===== src/hdl/bpc_pkg.sv =====
// shared types, constants and phase encoding for the button press classifier
package bpc_pkg;

	localparam int PIN_BITS = 4;
	localparam int PHASE_W = 3;
	localparam int OUT_BUTTONS = 4;
	localparam int TIME_W = 32;
	localparam int THR_W = 16;
	localparam int CFG_INDEX_W = 2;
	localparam int IN_TDATA_W = 40;
	localparam int OUT_TDATA_W = 16;

	localparam logic [THR_W-1:0] SHORT_PRESS_RESET = 16'd100;
	localparam logic [THR_W-1:0] LONG_PRESS_RESET = 16'd2000;

	localparam logic [CFG_INDEX_W-1:0] REG_SHORT_PRESS = 2'd0;
	localparam logic [CFG_INDEX_W-1:0] REG_LONG_PRESS = 2'd1;

	localparam logic [PHASE_W-1:0] PH_IDLE = 3'd0;
	localparam logic [PHASE_W-1:0] PH_ACTIVE = 3'd1;
	localparam logic [PHASE_W-1:0] PH_SHORT_PRESS = 3'd2;
	localparam logic [PHASE_W-1:0] PH_SHORT_HOLD = 3'd3;
	localparam logic [PHASE_W-1:0] PH_LONG_PRESS = 3'd4;
	localparam logic [PHASE_W-1:0] PH_LONG_HOLD = 3'd5;

	typedef enum logic [5:0] {
		ST_IDLE        = 6'b000001,
		ST_ACTIVE      = 6'b000010,
		ST_SHORT_PRESS = 6'b000100,
		ST_SHORT_HOLD  = 6'b001000,
		ST_LONG_PRESS  = 6'b010000,
		ST_LONG_HOLD   = 6'b100000
	} btn_state_t;

	typedef struct packed {
		logic [THR_W-1:0] short_ms;
		logic [THR_W-1:0] long_ms;
	} thresholds_t;

	function automatic logic [PHASE_W-1:0] phase_code(input btn_state_t st);
		logic [PHASE_W-1:0] code;
		case (st)
			ST_ACTIVE: code = PH_ACTIVE;
			ST_SHORT_PRESS: code = PH_SHORT_PRESS;
			ST_SHORT_HOLD: code = PH_SHORT_HOLD;
			ST_LONG_PRESS: code = PH_LONG_PRESS;
			ST_LONG_HOLD: code = PH_LONG_HOLD;
			default: code = PH_IDLE;
		endcase
		return code;
	endfunction

endpackage


===== src/hdl/button_press_classifier.sv =====
// top level: input stage, per-button machines, result register and config registers
//
//   channel  | dir | beat
//   s_axis   | in  | one tick: pins_raw, now_ms
//   m_axis   | out | one result: button_phases
//   cfg      | in  | one register write: index, data
//
// one result per tick; a tick is held in the input register until it advances, then the
// phase machines update and the result register loads in the same edge
// a new tick can be taken every cycle while the result register drains
// reset clears all phases to idle, start times to zero, thresholds to 100 / 2000
// a stalled result holds the input stage, which then holds s_axis_tready low
module button_press_classifier #(
	parameter int NUM_BUTTONS = 4
) (
	input  logic                             clk,
	input  logic                             arst_n,
	input  logic                             s_axis_tvalid,
	output logic                             s_axis_tready,
	input  logic [bpc_pkg::IN_TDATA_W-1:0]   s_axis_tdata,  // pins_raw[3:0], now_ms[35:4]
	output logic                             m_axis_tvalid,
	input  logic                             m_axis_tready,
	output logic [bpc_pkg::OUT_TDATA_W-1:0]  m_axis_tdata,  // button_phases[11:0]
	input  logic                             cfg_valid,
	output logic                             cfg_ready,
	input  logic [bpc_pkg::CFG_INDEX_W-1:0]  cfg_index,
	input  logic [bpc_pkg::THR_W-1:0]        cfg_data
);
	import bpc_pkg::*;

	logic s1_valid_q;
	logic [PIN_BITS-1:0] pins_s1;
	logic [TIME_W-1:0] now_s1;
	logic advance;
	logic out_valid_q;
	logic [OUT_BUTTONS*PHASE_W-1:0] out_data_q;
	logic [OUT_BUTTONS*PHASE_W-1:0] phases_packed;
	logic [PHASE_W-1:0] codes [NUM_BUTTONS];
	thresholds_t thr_q;

	assign advance = s1_valid_q && (!out_valid_q || m_axis_tready);
	assign s_axis_tready = !s1_valid_q || advance;
	assign cfg_ready = 1'b1;

	always_ff @(posedge clk or negedge arst_n) begin
		if (!arst_n) begin
			thr_q.short_ms <= SHORT_PRESS_RESET;
			thr_q.long_ms <= LONG_PRESS_RESET;
		end else if (cfg_valid) begin
			case (cfg_index)
				REG_SHORT_PRESS: thr_q.short_ms <= cfg_data;
				REG_LONG_PRESS: thr_q.long_ms <= cfg_data;
				default: ;
			endcase
		end
	end

	always_ff @(posedge clk or negedge arst_n) begin
		if (!arst_n) begin
			s1_valid_q <= 1'b0;
		end else if (s_axis_tvalid && s_axis_tready) begin
			s1_valid_q <= 1'b1;
		end else if (advance) begin
			s1_valid_q <= 1'b0;
		end
	end

	always_ff @(posedge clk) begin
		if (s_axis_tvalid && s_axis_tready) begin
			pins_s1 <= s_axis_tdata[PIN_BITS-1:0];
			now_s1 <= s_axis_tdata[PIN_BITS +: TIME_W];
		end
	end

	genvar i;
	generate
		for (i = 0; i < NUM_BUTTONS; i++) begin : g_btn
			logic down;
			if (i < PIN_BITS) begin : g_pin
				assign down = !pins_s1[i];
			end else begin : g_nopin
				assign down = 1'b0;
			end
			bpc_button u_button (
				.clk        (clk),
				.arst_n     (arst_n),
				.advance    (advance),
				.down       (down),
				.now_ms     (now_s1),
				.thr        (thr_q),
				.phase_next (codes[i])
			);
		end
		for (i = 0; i < OUT_BUTTONS; i++) begin : g_pack
			if (i < NUM_BUTTONS) begin : g_used
				assign phases_packed[i*PHASE_W +: PHASE_W] = codes[i];
			end else begin : g_unused
				assign phases_packed[i*PHASE_W +: PHASE_W] = PH_IDLE;
			end
		end
	endgenerate

	always_ff @(posedge clk or negedge arst_n) begin
		if (!arst_n) begin
			out_valid_q <= 1'b0;
		end else if (advance) begin
			out_valid_q <= 1'b1;
		end else if (m_axis_tready) begin
			out_valid_q <= 1'b0;
		end
	end

	always_ff @(posedge clk) begin
		if (advance) begin
			out_data_q <= phases_packed;
		end
	end

	assign m_axis_tvalid = out_valid_q;
	assign m_axis_tdata = {{(OUT_TDATA_W-OUT_BUTTONS*PHASE_W){1'b0}}, out_data_q};

endmodule


===== src/hdl/bpc_button.sv =====
// per-button phase machine with press start time and held-time compare
module bpc_button (
	input  logic                     clk,
	input  logic                     arst_n,
	input  logic                     advance,
	input  logic                     down,
	input  logic [bpc_pkg::TIME_W-1:0] now_ms,
	input  bpc_pkg::thresholds_t     thr,
	output logic [bpc_pkg::PHASE_W-1:0] phase_next
);
	import bpc_pkg::*;

	btn_state_t state_q;
	btn_state_t state_d;
	logic [TIME_W-1:0] start_q;
	logic [TIME_W-1:0] held;
	logic short_hit;
	logic long_hit;

	assign held = now_ms - start_q;
	assign short_hit = held >= {{(TIME_W-THR_W){1'b0}}, thr.short_ms};
	assign long_hit = held >= {{(TIME_W-THR_W){1'b0}}, thr.long_ms};

	always_comb begin
		state_d = ST_IDLE;
		if (down) begin
			case (state_q)
				ST_IDLE: state_d = ST_ACTIVE;
				ST_ACTIVE: state_d = short_hit ? ST_SHORT_PRESS : ST_ACTIVE;
				ST_SHORT_PRESS: state_d = ST_SHORT_HOLD;
				ST_SHORT_HOLD: state_d = long_hit ? ST_LONG_PRESS : ST_SHORT_HOLD;
				ST_LONG_PRESS: state_d = ST_LONG_HOLD;
				ST_LONG_HOLD: state_d = ST_LONG_HOLD;
				default: state_d = ST_IDLE;
			endcase
		end
	end

	assign phase_next = phase_code(state_d);

	always_ff @(posedge clk or negedge arst_n) begin
		if (!arst_n) begin
			state_q <= ST_IDLE;
			start_q <= '0;
		end else if (advance) begin
			state_q <= state_d;
			if (state_q == ST_IDLE && state_d == ST_ACTIVE) begin
				start_q <= now_ms;
			end
		end
	end

endmodule


===== config.mk =====
export PLATFORM = sky130hd
export DESIGN_NAME = button_press_classifier
export DESIGN_NICKNAME = d
export VERILOG_FILES = /design/src/hdl/bpc_pkg.sv /design/src/hdl/button_press_classifier.sv /design/src/hdl/bpc_button.sv
export SDC_FILE = /design/constraint.sdc
export NUM_CORES = 1
export LEC_CHECK = 0
export ABC_AREA = 1
export BUFFER_PORTS_ARGS = -buffer_cell sky130_fd_sc_hd__clkbuf_2
export CAP_MARGIN = 15
export CORE_MARGIN = 2
export CORE_UTILIZATION = 45
export CTS_CLUSTER_DIAMETER = 60
export CTS_CLUSTER_SIZE = 30
export DETAILED_ROUTE_END_ITERATION = 8
export PLACE_DENSITY_LB_ADDON = 0.15
export SLEW_MARGIN = 20
export SYNTH_ARGS = -nofsm -noshare
export SYNTH_HDL_FRONTEND = slang
export SYNTH_SLANG_ARGS = --single-unit

===== constraint.sdc =====
create_clock -name clk -period 4.1 [get_ports clk]
set_clock_uncertainty 0.15 [all_clocks]
set_input_delay 0 -clock clk [delete_from_list [all_inputs] [get_ports clk]]
set_output_delay 0 -clock clk [all_outputs]
set_load 0.01 [all_outputs]

; Word-level counts from Yosys, hierarchy flattened
; Index checks and enable logic that the tools add are counted.
[word_totals]
register_bits = 234
latchBits = 0
mem_bits_rw = 0
rom_bits = 0
in_bits = 63
elab_cells = 119
mem_count = 0
[classes]
add_sub_neg = 4
mul = 0
div_mod_pow = 0
n_lt_le_gt_ge = 8
eq_ne = 45
shifts = 0
n_mux = 24
bitwise = 0
reduce_logical = 23
[ops]
columns = op, n
row1 = >= comparator 32 x 16 -> 1 bit, 8
row2 = subtractor 32 bit, 4
row3 = one-hot mux 6 bit (5 select lines), 4
row4 = one-hot mux 3 bit (5 select lines), 4
row5 = == test 6 x 2 -> 1 bit (second input constant), 8
row6 = == test 6 x 3 -> 1 bit (second input constant), 8
row7 = == test 6 x 4 -> 1 bit (second input constant), 8
row8 = == test 6 x 5 -> 1 bit (second input constant), 8
row9 = == test 6 bit (second input constant), 8
row10 = == test 6 x 1 -> 1 bit (second input constant), 4
row11 = two-way mux 6 bit, 4
row12 = two-way mux 5 bit, 4
row13 = two-way mux 3 bit, 4
row14 = AND reduction 2 bit, 6
row15 = OR reduction 2 bit, 4
row16 = logical AND 1 bit, 6
row17 = two-way mux 1 bit, 4
row18 = nonzero test 2 bit, 2
row19 = == test 2 x 1 -> 1 bit (second input constant), 1
row20 = zero test 1 bit, 2
row21 = zero test 2 bit, 1
row22 = logical OR 1 bit, 2

; Longest topological paths before layout
; Gate-level depths: netlist (run 1).
[depth]
word_depth = 8
depth_mapped = 25

; By module
; Synthesis (run 1) repeated with hierarchy kept, for this count alone.
[unflattened]
cells_unflattened = 3515
area_unflattened_um2 = 24170.7
[modules_own_cells]
columns = mod, instances, cells_each, area_per_inst_um2
row1 = bpc_button at g_btn[0].u_button ..., 3, 830, 5326.4
row2 = bpc_button at g_btn[1].u_button, 1, 813, 5243.8
row3 = button_press_classifier, 1, 212, 2947.8

; Least setup slack after synthesis (run 1)
; OpenSTA, ideal clock, no wires.
[synth_timing]
path_type = reg2reg
start = register now_s1[1]
end = register out_data_q[9], data pin
setup_ps = 256
arrival_time_ps = 2507
required_time_ps = 3694
path_slack_ps = 1186
stages_incl_launch_ff = 19
n_path_buf = 0
period_less_slack_ps = 2914
cell_sequence = edfxtp_1 -> inv_1 -> fa_1 -> inv_1 -> nand3_1 -> nand3_1 -> nand3_1 -> nand2_1 -> xor2_1 -> ha_1 -> a21oi_1 -> nor2_1 -> a211oi_1 -> a21oi_1 -> nor2_1 -> nand3_1 -> nand2_1 -> a21oi_1 -> nand2_1
[synth_lines]
columns = item, line_no
row1 = from (decl), button_press_classifier.sv:33  ; logic [TIME_W-1:0] now_s1;
row2 = from (signal assigned), button_press_classifier.sv:71  ; now_s1 <= s_axis_tdata[PIN_BITS +: TIME_W];
row3 = to (signal assigned), button_press_classifier.sv:115  ; out_data_q <= phases_packed;
row4 = to (decl), button_press_classifier.sv:36  ; logic [OUT_BUTTONS*PHASE_W-1:0] out_data_q;

==> summary.md, run 1 <==
| Metric | Value |
|---|---|
| Outcome | finished clean |
| Power density cells | 806 mW/mm2 |
| Gate power share | 69.3% |
| Leak Pwr | 14.6 nW |
| Std cell rows | 81 |
| Port Buffers | 72 |
| Die Span Y | 226 um |
| Power share of the clock group | 12.8% |
| Sw Ratio | 53.2% |
| Max-cap violation count | 0 |
| Register share of total power | 17.8% |
| Crit Path Max Fanout | 5 |
| Crit end category | register |
| CTS tree | done |
| Root Buffer | clkbuf_16 |
| Post-synth ARST share | 79.5% |
| Initial core utilization | 45.4% |
| Total CTS buffers | 28 |
| Core region area | 0.0486 mm2 |
| Antenna-violating nets left | 0 |
| Worst slew pin tran | 0.962 ns |
| Share of cells above drive strength 1 | 5.67% |
| Routed wire per std cell | 15.9 um |
| Clock buffer depth | 3 |
| Max-slew violations | 0 |
| Endpoints failing hold | 0 |
| Leading area contributor after synthesis | nand2_1 |
| Top cell type's share of synthesized area | 21.6% |
| Final Setup Violations | 0 |
| First-pass GRT wire length | 108000 um |
| WP data required | 4.25 ns |
| Switch Pwr | 0.0109 W |
| WL final | 68900 um |
| Mapped Area | 0.0221 mm2 |
| Gpl congestion | 1.04 |
| GRT Residual Overflow | 0 |
| P_int | 0.00959 W |
| DRC viols | 0 |
| Setup TNS after final layout | 0 ns |
| Post-synthesis area per instance | 6.31 um2 |
| Final worst path period need | 3.82 ns |
| Top_reg_cell synth | dfrtp_1 |
| Area occupied by multi-input gates | 0.0131 mm2 |
| Num ports | 82 |
| Sequential share of the synthesized area | 27.7% |
| Vias in the first global route | 20100 |
| Final period util | 93.2% |
| Sequential cell area | 0.00611 mm2 |
| Rel. slew slack | 35.9% |
| Die X | 226 um |
| Number of fill cells | 5134 |
| Full die area | 0.0509 mm2 |
| Worst Hold Class | primary input to register |
| Post-synthesis register bit count | 234 |
| Netlist cell types | 37 |
| NumNets Final | 4020 |
| Total Power | 0.0205 W |
| Setup Crit Path Kind | register to register |
| Worst Path Arrival | 3.97 ns |
| Top post-synthesis cells by area | nand2_1 (22%), dfrtp_1 (20%), ha_1 (14%), inv_1 (12%), edfxtp_1 (6.5%) |
| Worst-path clk slew | 0.07 ns |
| Initial antenna violation count | 0 |
| Initial DRC count | 1596 |
| Clk_lat worst skew | 0.62 ns |
| Largest net degree at the start of global routing | 72 |
| DP Wirelength | 55900 um |
| VDD IR max | 0.436 mV |
| Peak Freq | 262 MHz |
| Unrepaired setup endpoints after global routing | no |
| Area Growth Syn to Fin | 15.0% |
| Via count | 21600 |
| TritonCTS Sinks | 234 |
| H-tree Lvls | 1 |
| Startpoint types | register |
| DRT Pass-1 Iters | 5 |
| Yosys warns | 0 |
| Syn Inst Count | 3500 |
| All-layer global routing usage | 27.4% |
| DR vias/cell | 4.97 |
| Post-synth EDFFs | 48 |
[layer usage]
layer	up-vias	routed length, um	track usage [%]
met5	-	0	0
met4	0	2460	8.82
met3	104	3140	2.29
met2	448	30500	44.6
met1	9800	32800	38.4
li1	11200	-	-
[metrics by stage]
stage	utilization [%]	setup slack, ns	instance area, um2	std cells	hold WS [ns]
after floorplan	-	1.19	22100	3503	-0.446
after global placement	48.0	0.341	23400	4193	-0.103
after detailed placement	48.0	0.352	23400	4193	-0.0949
after CTS	52.1	0.257	25300	4340	0.0610
after global routing	52.2	0.00375	25400	4345	0.106
final	52.2	0.280	25400	4346	0.0817
[cell type report]
type,instances,area share [%]
diodes,1,0.00986
clock buffers,32,2.86
clock inverters,20,1.04
inverters,735,10.9
multi-input cells,2494,51.5
flip-flops and latches,234,24.1
well taps,622,3.07
repair buffers,208,6.60
[sequential cells by signal, summed over array words and instances, names as in the netlist]
register                flops
s1_valid_q                  1
out_data_q                 12
thr_q                      32
pins_s1                     4
g_btn.u_button.start_q    128
g_btn.u_button.state_q     24
now_s1                     32
m_axis_tvalid               1
[placed cells by master, fill, tap and decap left out, types with 5 or more instances in the layout]
master,netlist,layout
a211oi_1,9,9
a21oi_1,144,144
and2_1,9,9
buf_4,5,35
clkbuf_16,0,28
clkbuf_2,0,71
conb_1,2,5
dfrtp_1,173,173
dfstp_2,13,13
dlygate4sd3_1,0,98
edfxtp_1,48,48
ha_1,252,252
inv_1,733,732
nand2_1,1271,1268
nand2_2,16,19
nand3_1,149,148
nand3_2,4,5
nand3b_1,19,19
nand4_1,47,47
nor2_1,231,231
nor2_2,8,8
nor3_1,30,30
nor4_1,5,5
o21ai_0,200,200
o21bai_1,12,12
xnor2_1,6,6
xor2_1,55,54
[synth_stat cells (3+ instances only)]
cell,count
a211oi_1,9
a21boi_0,3
a21oi_1,144
and2_1,9
and3_1,4
buf_4,5
clkbuf_1,34
dfrtp_1,173
dfstp_2,13
edfxtp_1,48
fa_1,4
ha_1,252
inv_1,733
nand2_1,1271
nand2_2,16
nand3_1,149
nand3_2,4
nand3b_1,19
nand4_1,47
nor2_1,231
nor2_2,8
nor3_1,30
nor4_1,5
o21ai_0,200
o21bai_1,12
o31ai_1,3
xnor2_1,6
xor2_1,55
[worst paths after layout]
check | from | to | slack [ns] | cells after the start
worst max-delay path | now_s1[9] | out_data_q[5] | 0.28 | 16
min in group asynchronous | arst_n | g_btn[1].u_button.start_q[7] | 0.48 | 4
worst max register to register | now_s1[9] | out_data_q[5] | 0.28 | 16
worst min-delay path | cfg_data[10] | thr_q[10] | 0.08 | 4
worst min register to register | g_btn[2].u_button.start_q[11] | g_btn[2].u_button.start_q[11] | 0.34 | 2
max in group asynchronous | arst_n | g_btn[3].u_button.start_q[16] | 2.69 | 4
[worst max-delay path: stages (launching register included)]
cell and delay [ns]:
edfxtp_1 0.53, ha_1 0.41, nand2_1 0.15, inv_1 0.05, a21oi_1 0.26, nand3_1 0.27
xor2_1 0.21, buf_4 0.18, ha_1 0.30, inv_1 0.08, nor3_1 0.06, a211oi_1 0.19
nand2_1 0.13, a21oi_1 0.27, nand2_1 0.09, nand2_1 0.09, o21ai_0 0.10
[power by group through the flow]
| stage | Clock, W | Sequential (W) | Combinational [W] |
|---|---|---|---|
| 2_1_floorplan | 0 | 0.00354 | 0.00984 |
| 3_3_place_gp | 0 | 0.00366 | 0.0139 |
| 3_5_place_dp | 0 | 0.00368 | 0.0140 |
| 4_1_cts | 0.00269 | 0.00365 | 0.0141 |
| 5_1_grt | 0.00277 | 0.00375 | 0.0163 |
| 6_report | 0.00263 | 0.00365 | 0.0142 |
[cells by family after synthesis]
group / synth area share (%)
xor gates and xnor gates: 2.42
and+or+nand+nor: 33.1
buffers and inverters: 13.3
AOI/OAI and AO/OA: 8.88
other: 0.0340
adders and majority gates: 14.6
DFF: 27.7
[timing repair]
| action | 4_1_cts | 5_1_grt |
|---|---|---|
| endpoints found under the setup margin | 0 | 1 |
| hold buffers | 95 | 4 |
| buffers inserted | 0 | 0 |
| resized for setup | 0 | 1 |
| hold endpoints to repair | 271 | 4 |
Note: power is estimated with default switching activity, not from simulation.
==> run 2, diff against run 1 <==
--- a/config.mk
+++ b/config.mk
@@ -9,12 +9,14 @@
 export BUFFER_PORTS_ARGS = -buffer_cell sky130_fd_sc_hd__clkbuf_2
 export CAP_MARGIN = 15
 export CORE_MARGIN = 2
-export CORE_UTILIZATION = 45
+export CORE_UTILIZATION = 38
 export CTS_CLUSTER_DIAMETER = 60
 export CTS_CLUSTER_SIZE = 30
 export DETAILED_ROUTE_END_ITERATION = 8
 export PLACE_DENSITY_LB_ADDON = 0.15
+export REMOVE_ABC_BUFFERS = 1
 export SLEW_MARGIN = 20
 export SYNTH_ARGS = -nofsm -noshare
 export SYNTH_HDL_FRONTEND = slang
+export SYNTH_HIERARCHICAL = 1
 export SYNTH_SLANG_ARGS = --single-unit
==> summary.md, run 2 <==
| Metric | Value |
|---|---|
| Worst-path clk slew | 0.07 ns (about the same) |
| Worst flop-to-flop path startpoint | now_s1[9] |
| Initial antenna violation count | 0 (unchanged) |
| Worst slew pin tran | 0.874 ns (-0.0883 ns) |
| Die X | 256 um (+14%) |
| Post-synthesis area per instance | 6.88 um2 (+9.0%) |
| Netlist cell types | 46 (+24%) |
| Setup Crit Path Kind | register to register |
| VDD IR max | 0.367 mV (-16%) |
| Largest net degree at the start of global routing | 75 (+4.2%) |
| Met2 usage | 38.1% (-6.5 points) |
| Unrepaired setup endpoints after global routing | no |
| Worst path most repeated cell | nand3_1 |
| All-layer global routing usage | 21.6% (-5.8 points) |
| Peak Freq | 264 MHz (+0.70%) |
| GR Layer Usage met1 | 27.6% (-11 points) |
| CTS tree | done |
| Top post-synthesis cells by area | dfrtp_1 (18%), nand2_1 (18%), ha_1 (13%), inv_1 (12%), mux2_4 (6.5%) |
| CP delay by family, top | simple AND/OR/NAND/NOR gates |
| WL final | 70500 um (+2.3%) |
| Post-synth ARST share | 79.5% (unchanged) |
| DRT Pass-1 Iters | 5 (unchanged) |
| H-tree Lvls | 2 (+1) |
| Post-synthesis register bit count | 234 (unchanged) |
| Register share of total power | 17.8% (about the same) |
| Largest Register | g_btn.u_button/start_q |
| Syn Inst Count | 3515 (+0.43%) |
| Sequential share of the synthesized area | 25.3% (-2.4 points) |
| WP buf/inv | 1 (-2) |
| Initial core utilization | 38.4% (-7.0 points) |
| Gpl congestion | 0.922 (-11%) |
| Crit Path Max Fanout | 7 (+2) |
| Commonest non-fill, non-tap cell in the layout | nand2_1 |
| Port Buffers | 72 (unchanged) |
| Slowest CP cell | edfxtp_1 |
| Antenna-violating nets left | 0 (unchanged) |
| Switch Pwr | 0.0108 W (-1.2%) |
| Top flop regs | g_btn.u_button/start_q: 128 flops, now_s1: 32 flops, thr_q: 32 flops |
| Initial DRC count | 986 (-38%) |
| CTS resizes | 0 (unchanged) |
| Startpoint types | register |
| Setup TNS after final layout | 0 ns (unchanged) |
| Leading area contributor after synthesis | dfrtp_1 |
| DP Wirelength | 57200 um (+2.3%) |
| TritonCTS Sinks | 234 (unchanged) |
| Yosys warns | 6 (+6) |
| GRT Residual Overflow | 0 (unchanged) |
| Max-cap violation count | 0 (unchanged) |
| Crit path cell chain | ha_1, nand2_2, nor2_1, nand3_1, nand3_1, xor2_1, ha_1, inv_1, nor3_1, a211oi_1, nand2_1, a21oi_1, nand3_2, nand3_1, nand2_1 |
| Most frequent cells after synthesis | nand2_1 (1128), inv_1 (769), ha_1 (252) |
| Power density cells | 771 mW/mm2 (-4.4%) |
| M3 GR Usage | 2.18% (-0.11 points) |
| Full die area | 0.0656 mm2 (+29%) |
| Via count | 21600 (+0.023%) |
| Most Crowded Layer GR | met2 |
| DRC viols | 0 (unchanged) |
| Final period util | 92.5% (-0.64 points) |
| Final Setup Violations | 0 (unchanged) |
| Gate power share | 67.4% (-1.9 points) |
| Critical Path Stages | 15 (-1) |
| Hold Path Stages | 2 (-2) |
| R2r setup slk | 0.31 ns (+0.03 ns) |
| Num ports | 82 (unchanged) |
| Leak Pwr | 15.9 nW (+8.9%) |
| Top cell type's share of synthesized area | 17.9% (-3.7 points) |
| DR vias/cell | 4.69 (-5.6%) |
| Area Growth Syn to Fin | 15.4% |
| Mapped Area | 0.0242 mm2 (+9.5%) |
| Vias in the first global route | 21300 (+5.8%) |
| Most frequent cell after synthesis | nand2_1 |
| P_int | 0.0107 W (+12%) |
| WP data required | 4.24 ns (about the same) |
| Clock buffer depth | 3 (unchanged) |
| Crit end category | register |
| NumNets Final | 4048 (+0.70%) |
| Final worst path period need | 3.79 ns (-0.0264 ns) |
| Std cell rows | 92 (+14%) |
| Worst Hold Path EP | now_s1[3] |
| Rel. slew slack | 41.7% (+5.9 points) |
| Max-slew violations | 0 (unchanged) |
| Critical Path Start | now_s1[9] |
| Power share of the clock group | 14.8% (+2.0 points) |
| Share of cells above drive strength 1 | 14.2% (+8.5 points) |
| Clk_lat worst skew | 0.56 ns (-0.06 ns) |
| Top_reg_cell synth | dfrtp_1 |
| Endpoints failing hold | 0 (unchanged) |
| Worst Path Arrival | 3.93 ns (-0.04 ns) |
| Max FFs per register | 128 (unchanged) |
| Cells on worst reg2reg path | 15 (-1) |
| Core region area | 0.0630 mm2 (+29%) |
| Total CTS buffers | 36 (+29%) |
| Post-synth EDFFs | 48 (unchanged) |
| Worst Hold Class | primary input to register |
| Routed wire per std cell | 15.3 um (-3.4%) |
| RR Endpoint | out_data_q[11] |
| Root Buffer | clkbuf_16 |
| Outcome | finished clean |
| Hold_sp | s_axis_tdata[7] |
| Util after Layout | 44.3% (-7.9 points) |
| Diodes inserted | 0 (-1) |
| Sw Ratio | 50.0% (-3.2 points) |
| Biggest cell delay along the critical path | 0.66 ns (+0.13 ns) |
| Die Span Y | 256 um (+14%) |
| First-pass GRT wire length | 112000 um (+3.8%) |
| Commonest non-fill, non-tap cells in the layout | nand2_1 (1128), inv_1 (768), ha_1 (252) |
-- run 2: cells by family after synthesis --
| kind of cell | share of synthesized area [%] |
|---|---|
| AND/OR/NAND/NOR | 33.3 |
| buffers and inverters | 13.8 |
| adder cells (fa/ha/maj) | 13.4 |
| flip-flops | 25.3 |
| AO/OA/AOI/OAI | 4.61 |
| multiplexers | 7.21 |
| XOR/XNOR | 2.36 |
| other | 0.0311 |
-- run 2: layer usage --
layer	part of all wire, %	vias up
met5	0	-
met4	3.0	0
met3	3.1	121
met2	48	333
met1	46	9841
li1	-	11300
-- run 2: final cells by class --
class	instances	area (um2)
clock buffer	39	943
inverter	825	3100
multi-input combinational	2432	14700
clock inverter	27	300
tap	846	1060
fill	6684	35100
timing repair buffer	200	1650
sequential	234	6110
-- run 2: power by group through the flow --
| stage | Combinational [W] | Clock (W) | Sequential [W] |
|---|---|---|---|
| 3_5_place_dp | 0.0144 | 0 | 0.00386 |
| 5_1_grt | 0.0167 | 0.00336 | 0.00393 |
| 6_report | 0.0145 | 0.00318 | 0.00382 |
| 2_1_floorplan | 0.0112 | 0 | 0.00362 |
| 3_3_place_gp | 0.0143 | 0 | 0.00385 |
| 4_1_cts | 0.0146 | 0.00330 | 0.00383 |
-- run 2: worst max-delay path by stage --
| stage | end | slack [ns] |
|---|---|---|
| 5_1_grt | out_data_q[10] | 0.04 |
| 6_report | out_data_q[11] | 0.31 |
| 2_1_floorplan | g_btn[0].u_button/start_q[10] | 0.29 |
| 4_1_cts | out_data_q[10] | 0.34 |
| 3_3_place_gp | out_data_q[2] | 0.38 |
| 3_5_place_dp | out_data_q[10] | 0.39 |
-- run 2: metrics by stage --
stage | power (W) | hold slack, ns | instance area, um2 | setup slack [ns] | instances
3_5_place_dp | 0.0183 | -0.132 | 25500 | 0.393 | 4428
3_3_place_gp | 0.0182 | -0.130 | 25500 | 0.384 | 4428
5_1_grt | 0.0239 | 0.0183 | 27900 | 0.0365 | 4603
4_1_cts | 0.0217 | 0.00275 | 27900 | 0.337 | 4603
2_1_floorplan | 0.0149 | -0.446 | 23900 | 0.293 | 3491
6_report | 0.0215 | 0.0353 | 27900 | 0.307 | 4603
-- run 2: worst reg2reg max path, cell delays in order (launching register included) --
cell and delay, ns:
edfxtp_1 0.66, ha_1 0.51, nand2_2 0.12, nor2_1 0.16
nand3_1 0.12, nand3_1 0.14, xor2_1 0.26, ha_1 0.28
inv_1 0.07, nor3_1 0.05, a211oi_1 0.16, nand2_1 0.09
a21oi_1 0.38, nand3_2 0.22, nand3_1 0.12, nand2_1 0.05
-- run 2: timing repair --
item | CTS | global route
endpoints found under the hold margin | 248 | 0
hold buffers | 109 | 0
buffers inserted | 0 | 0
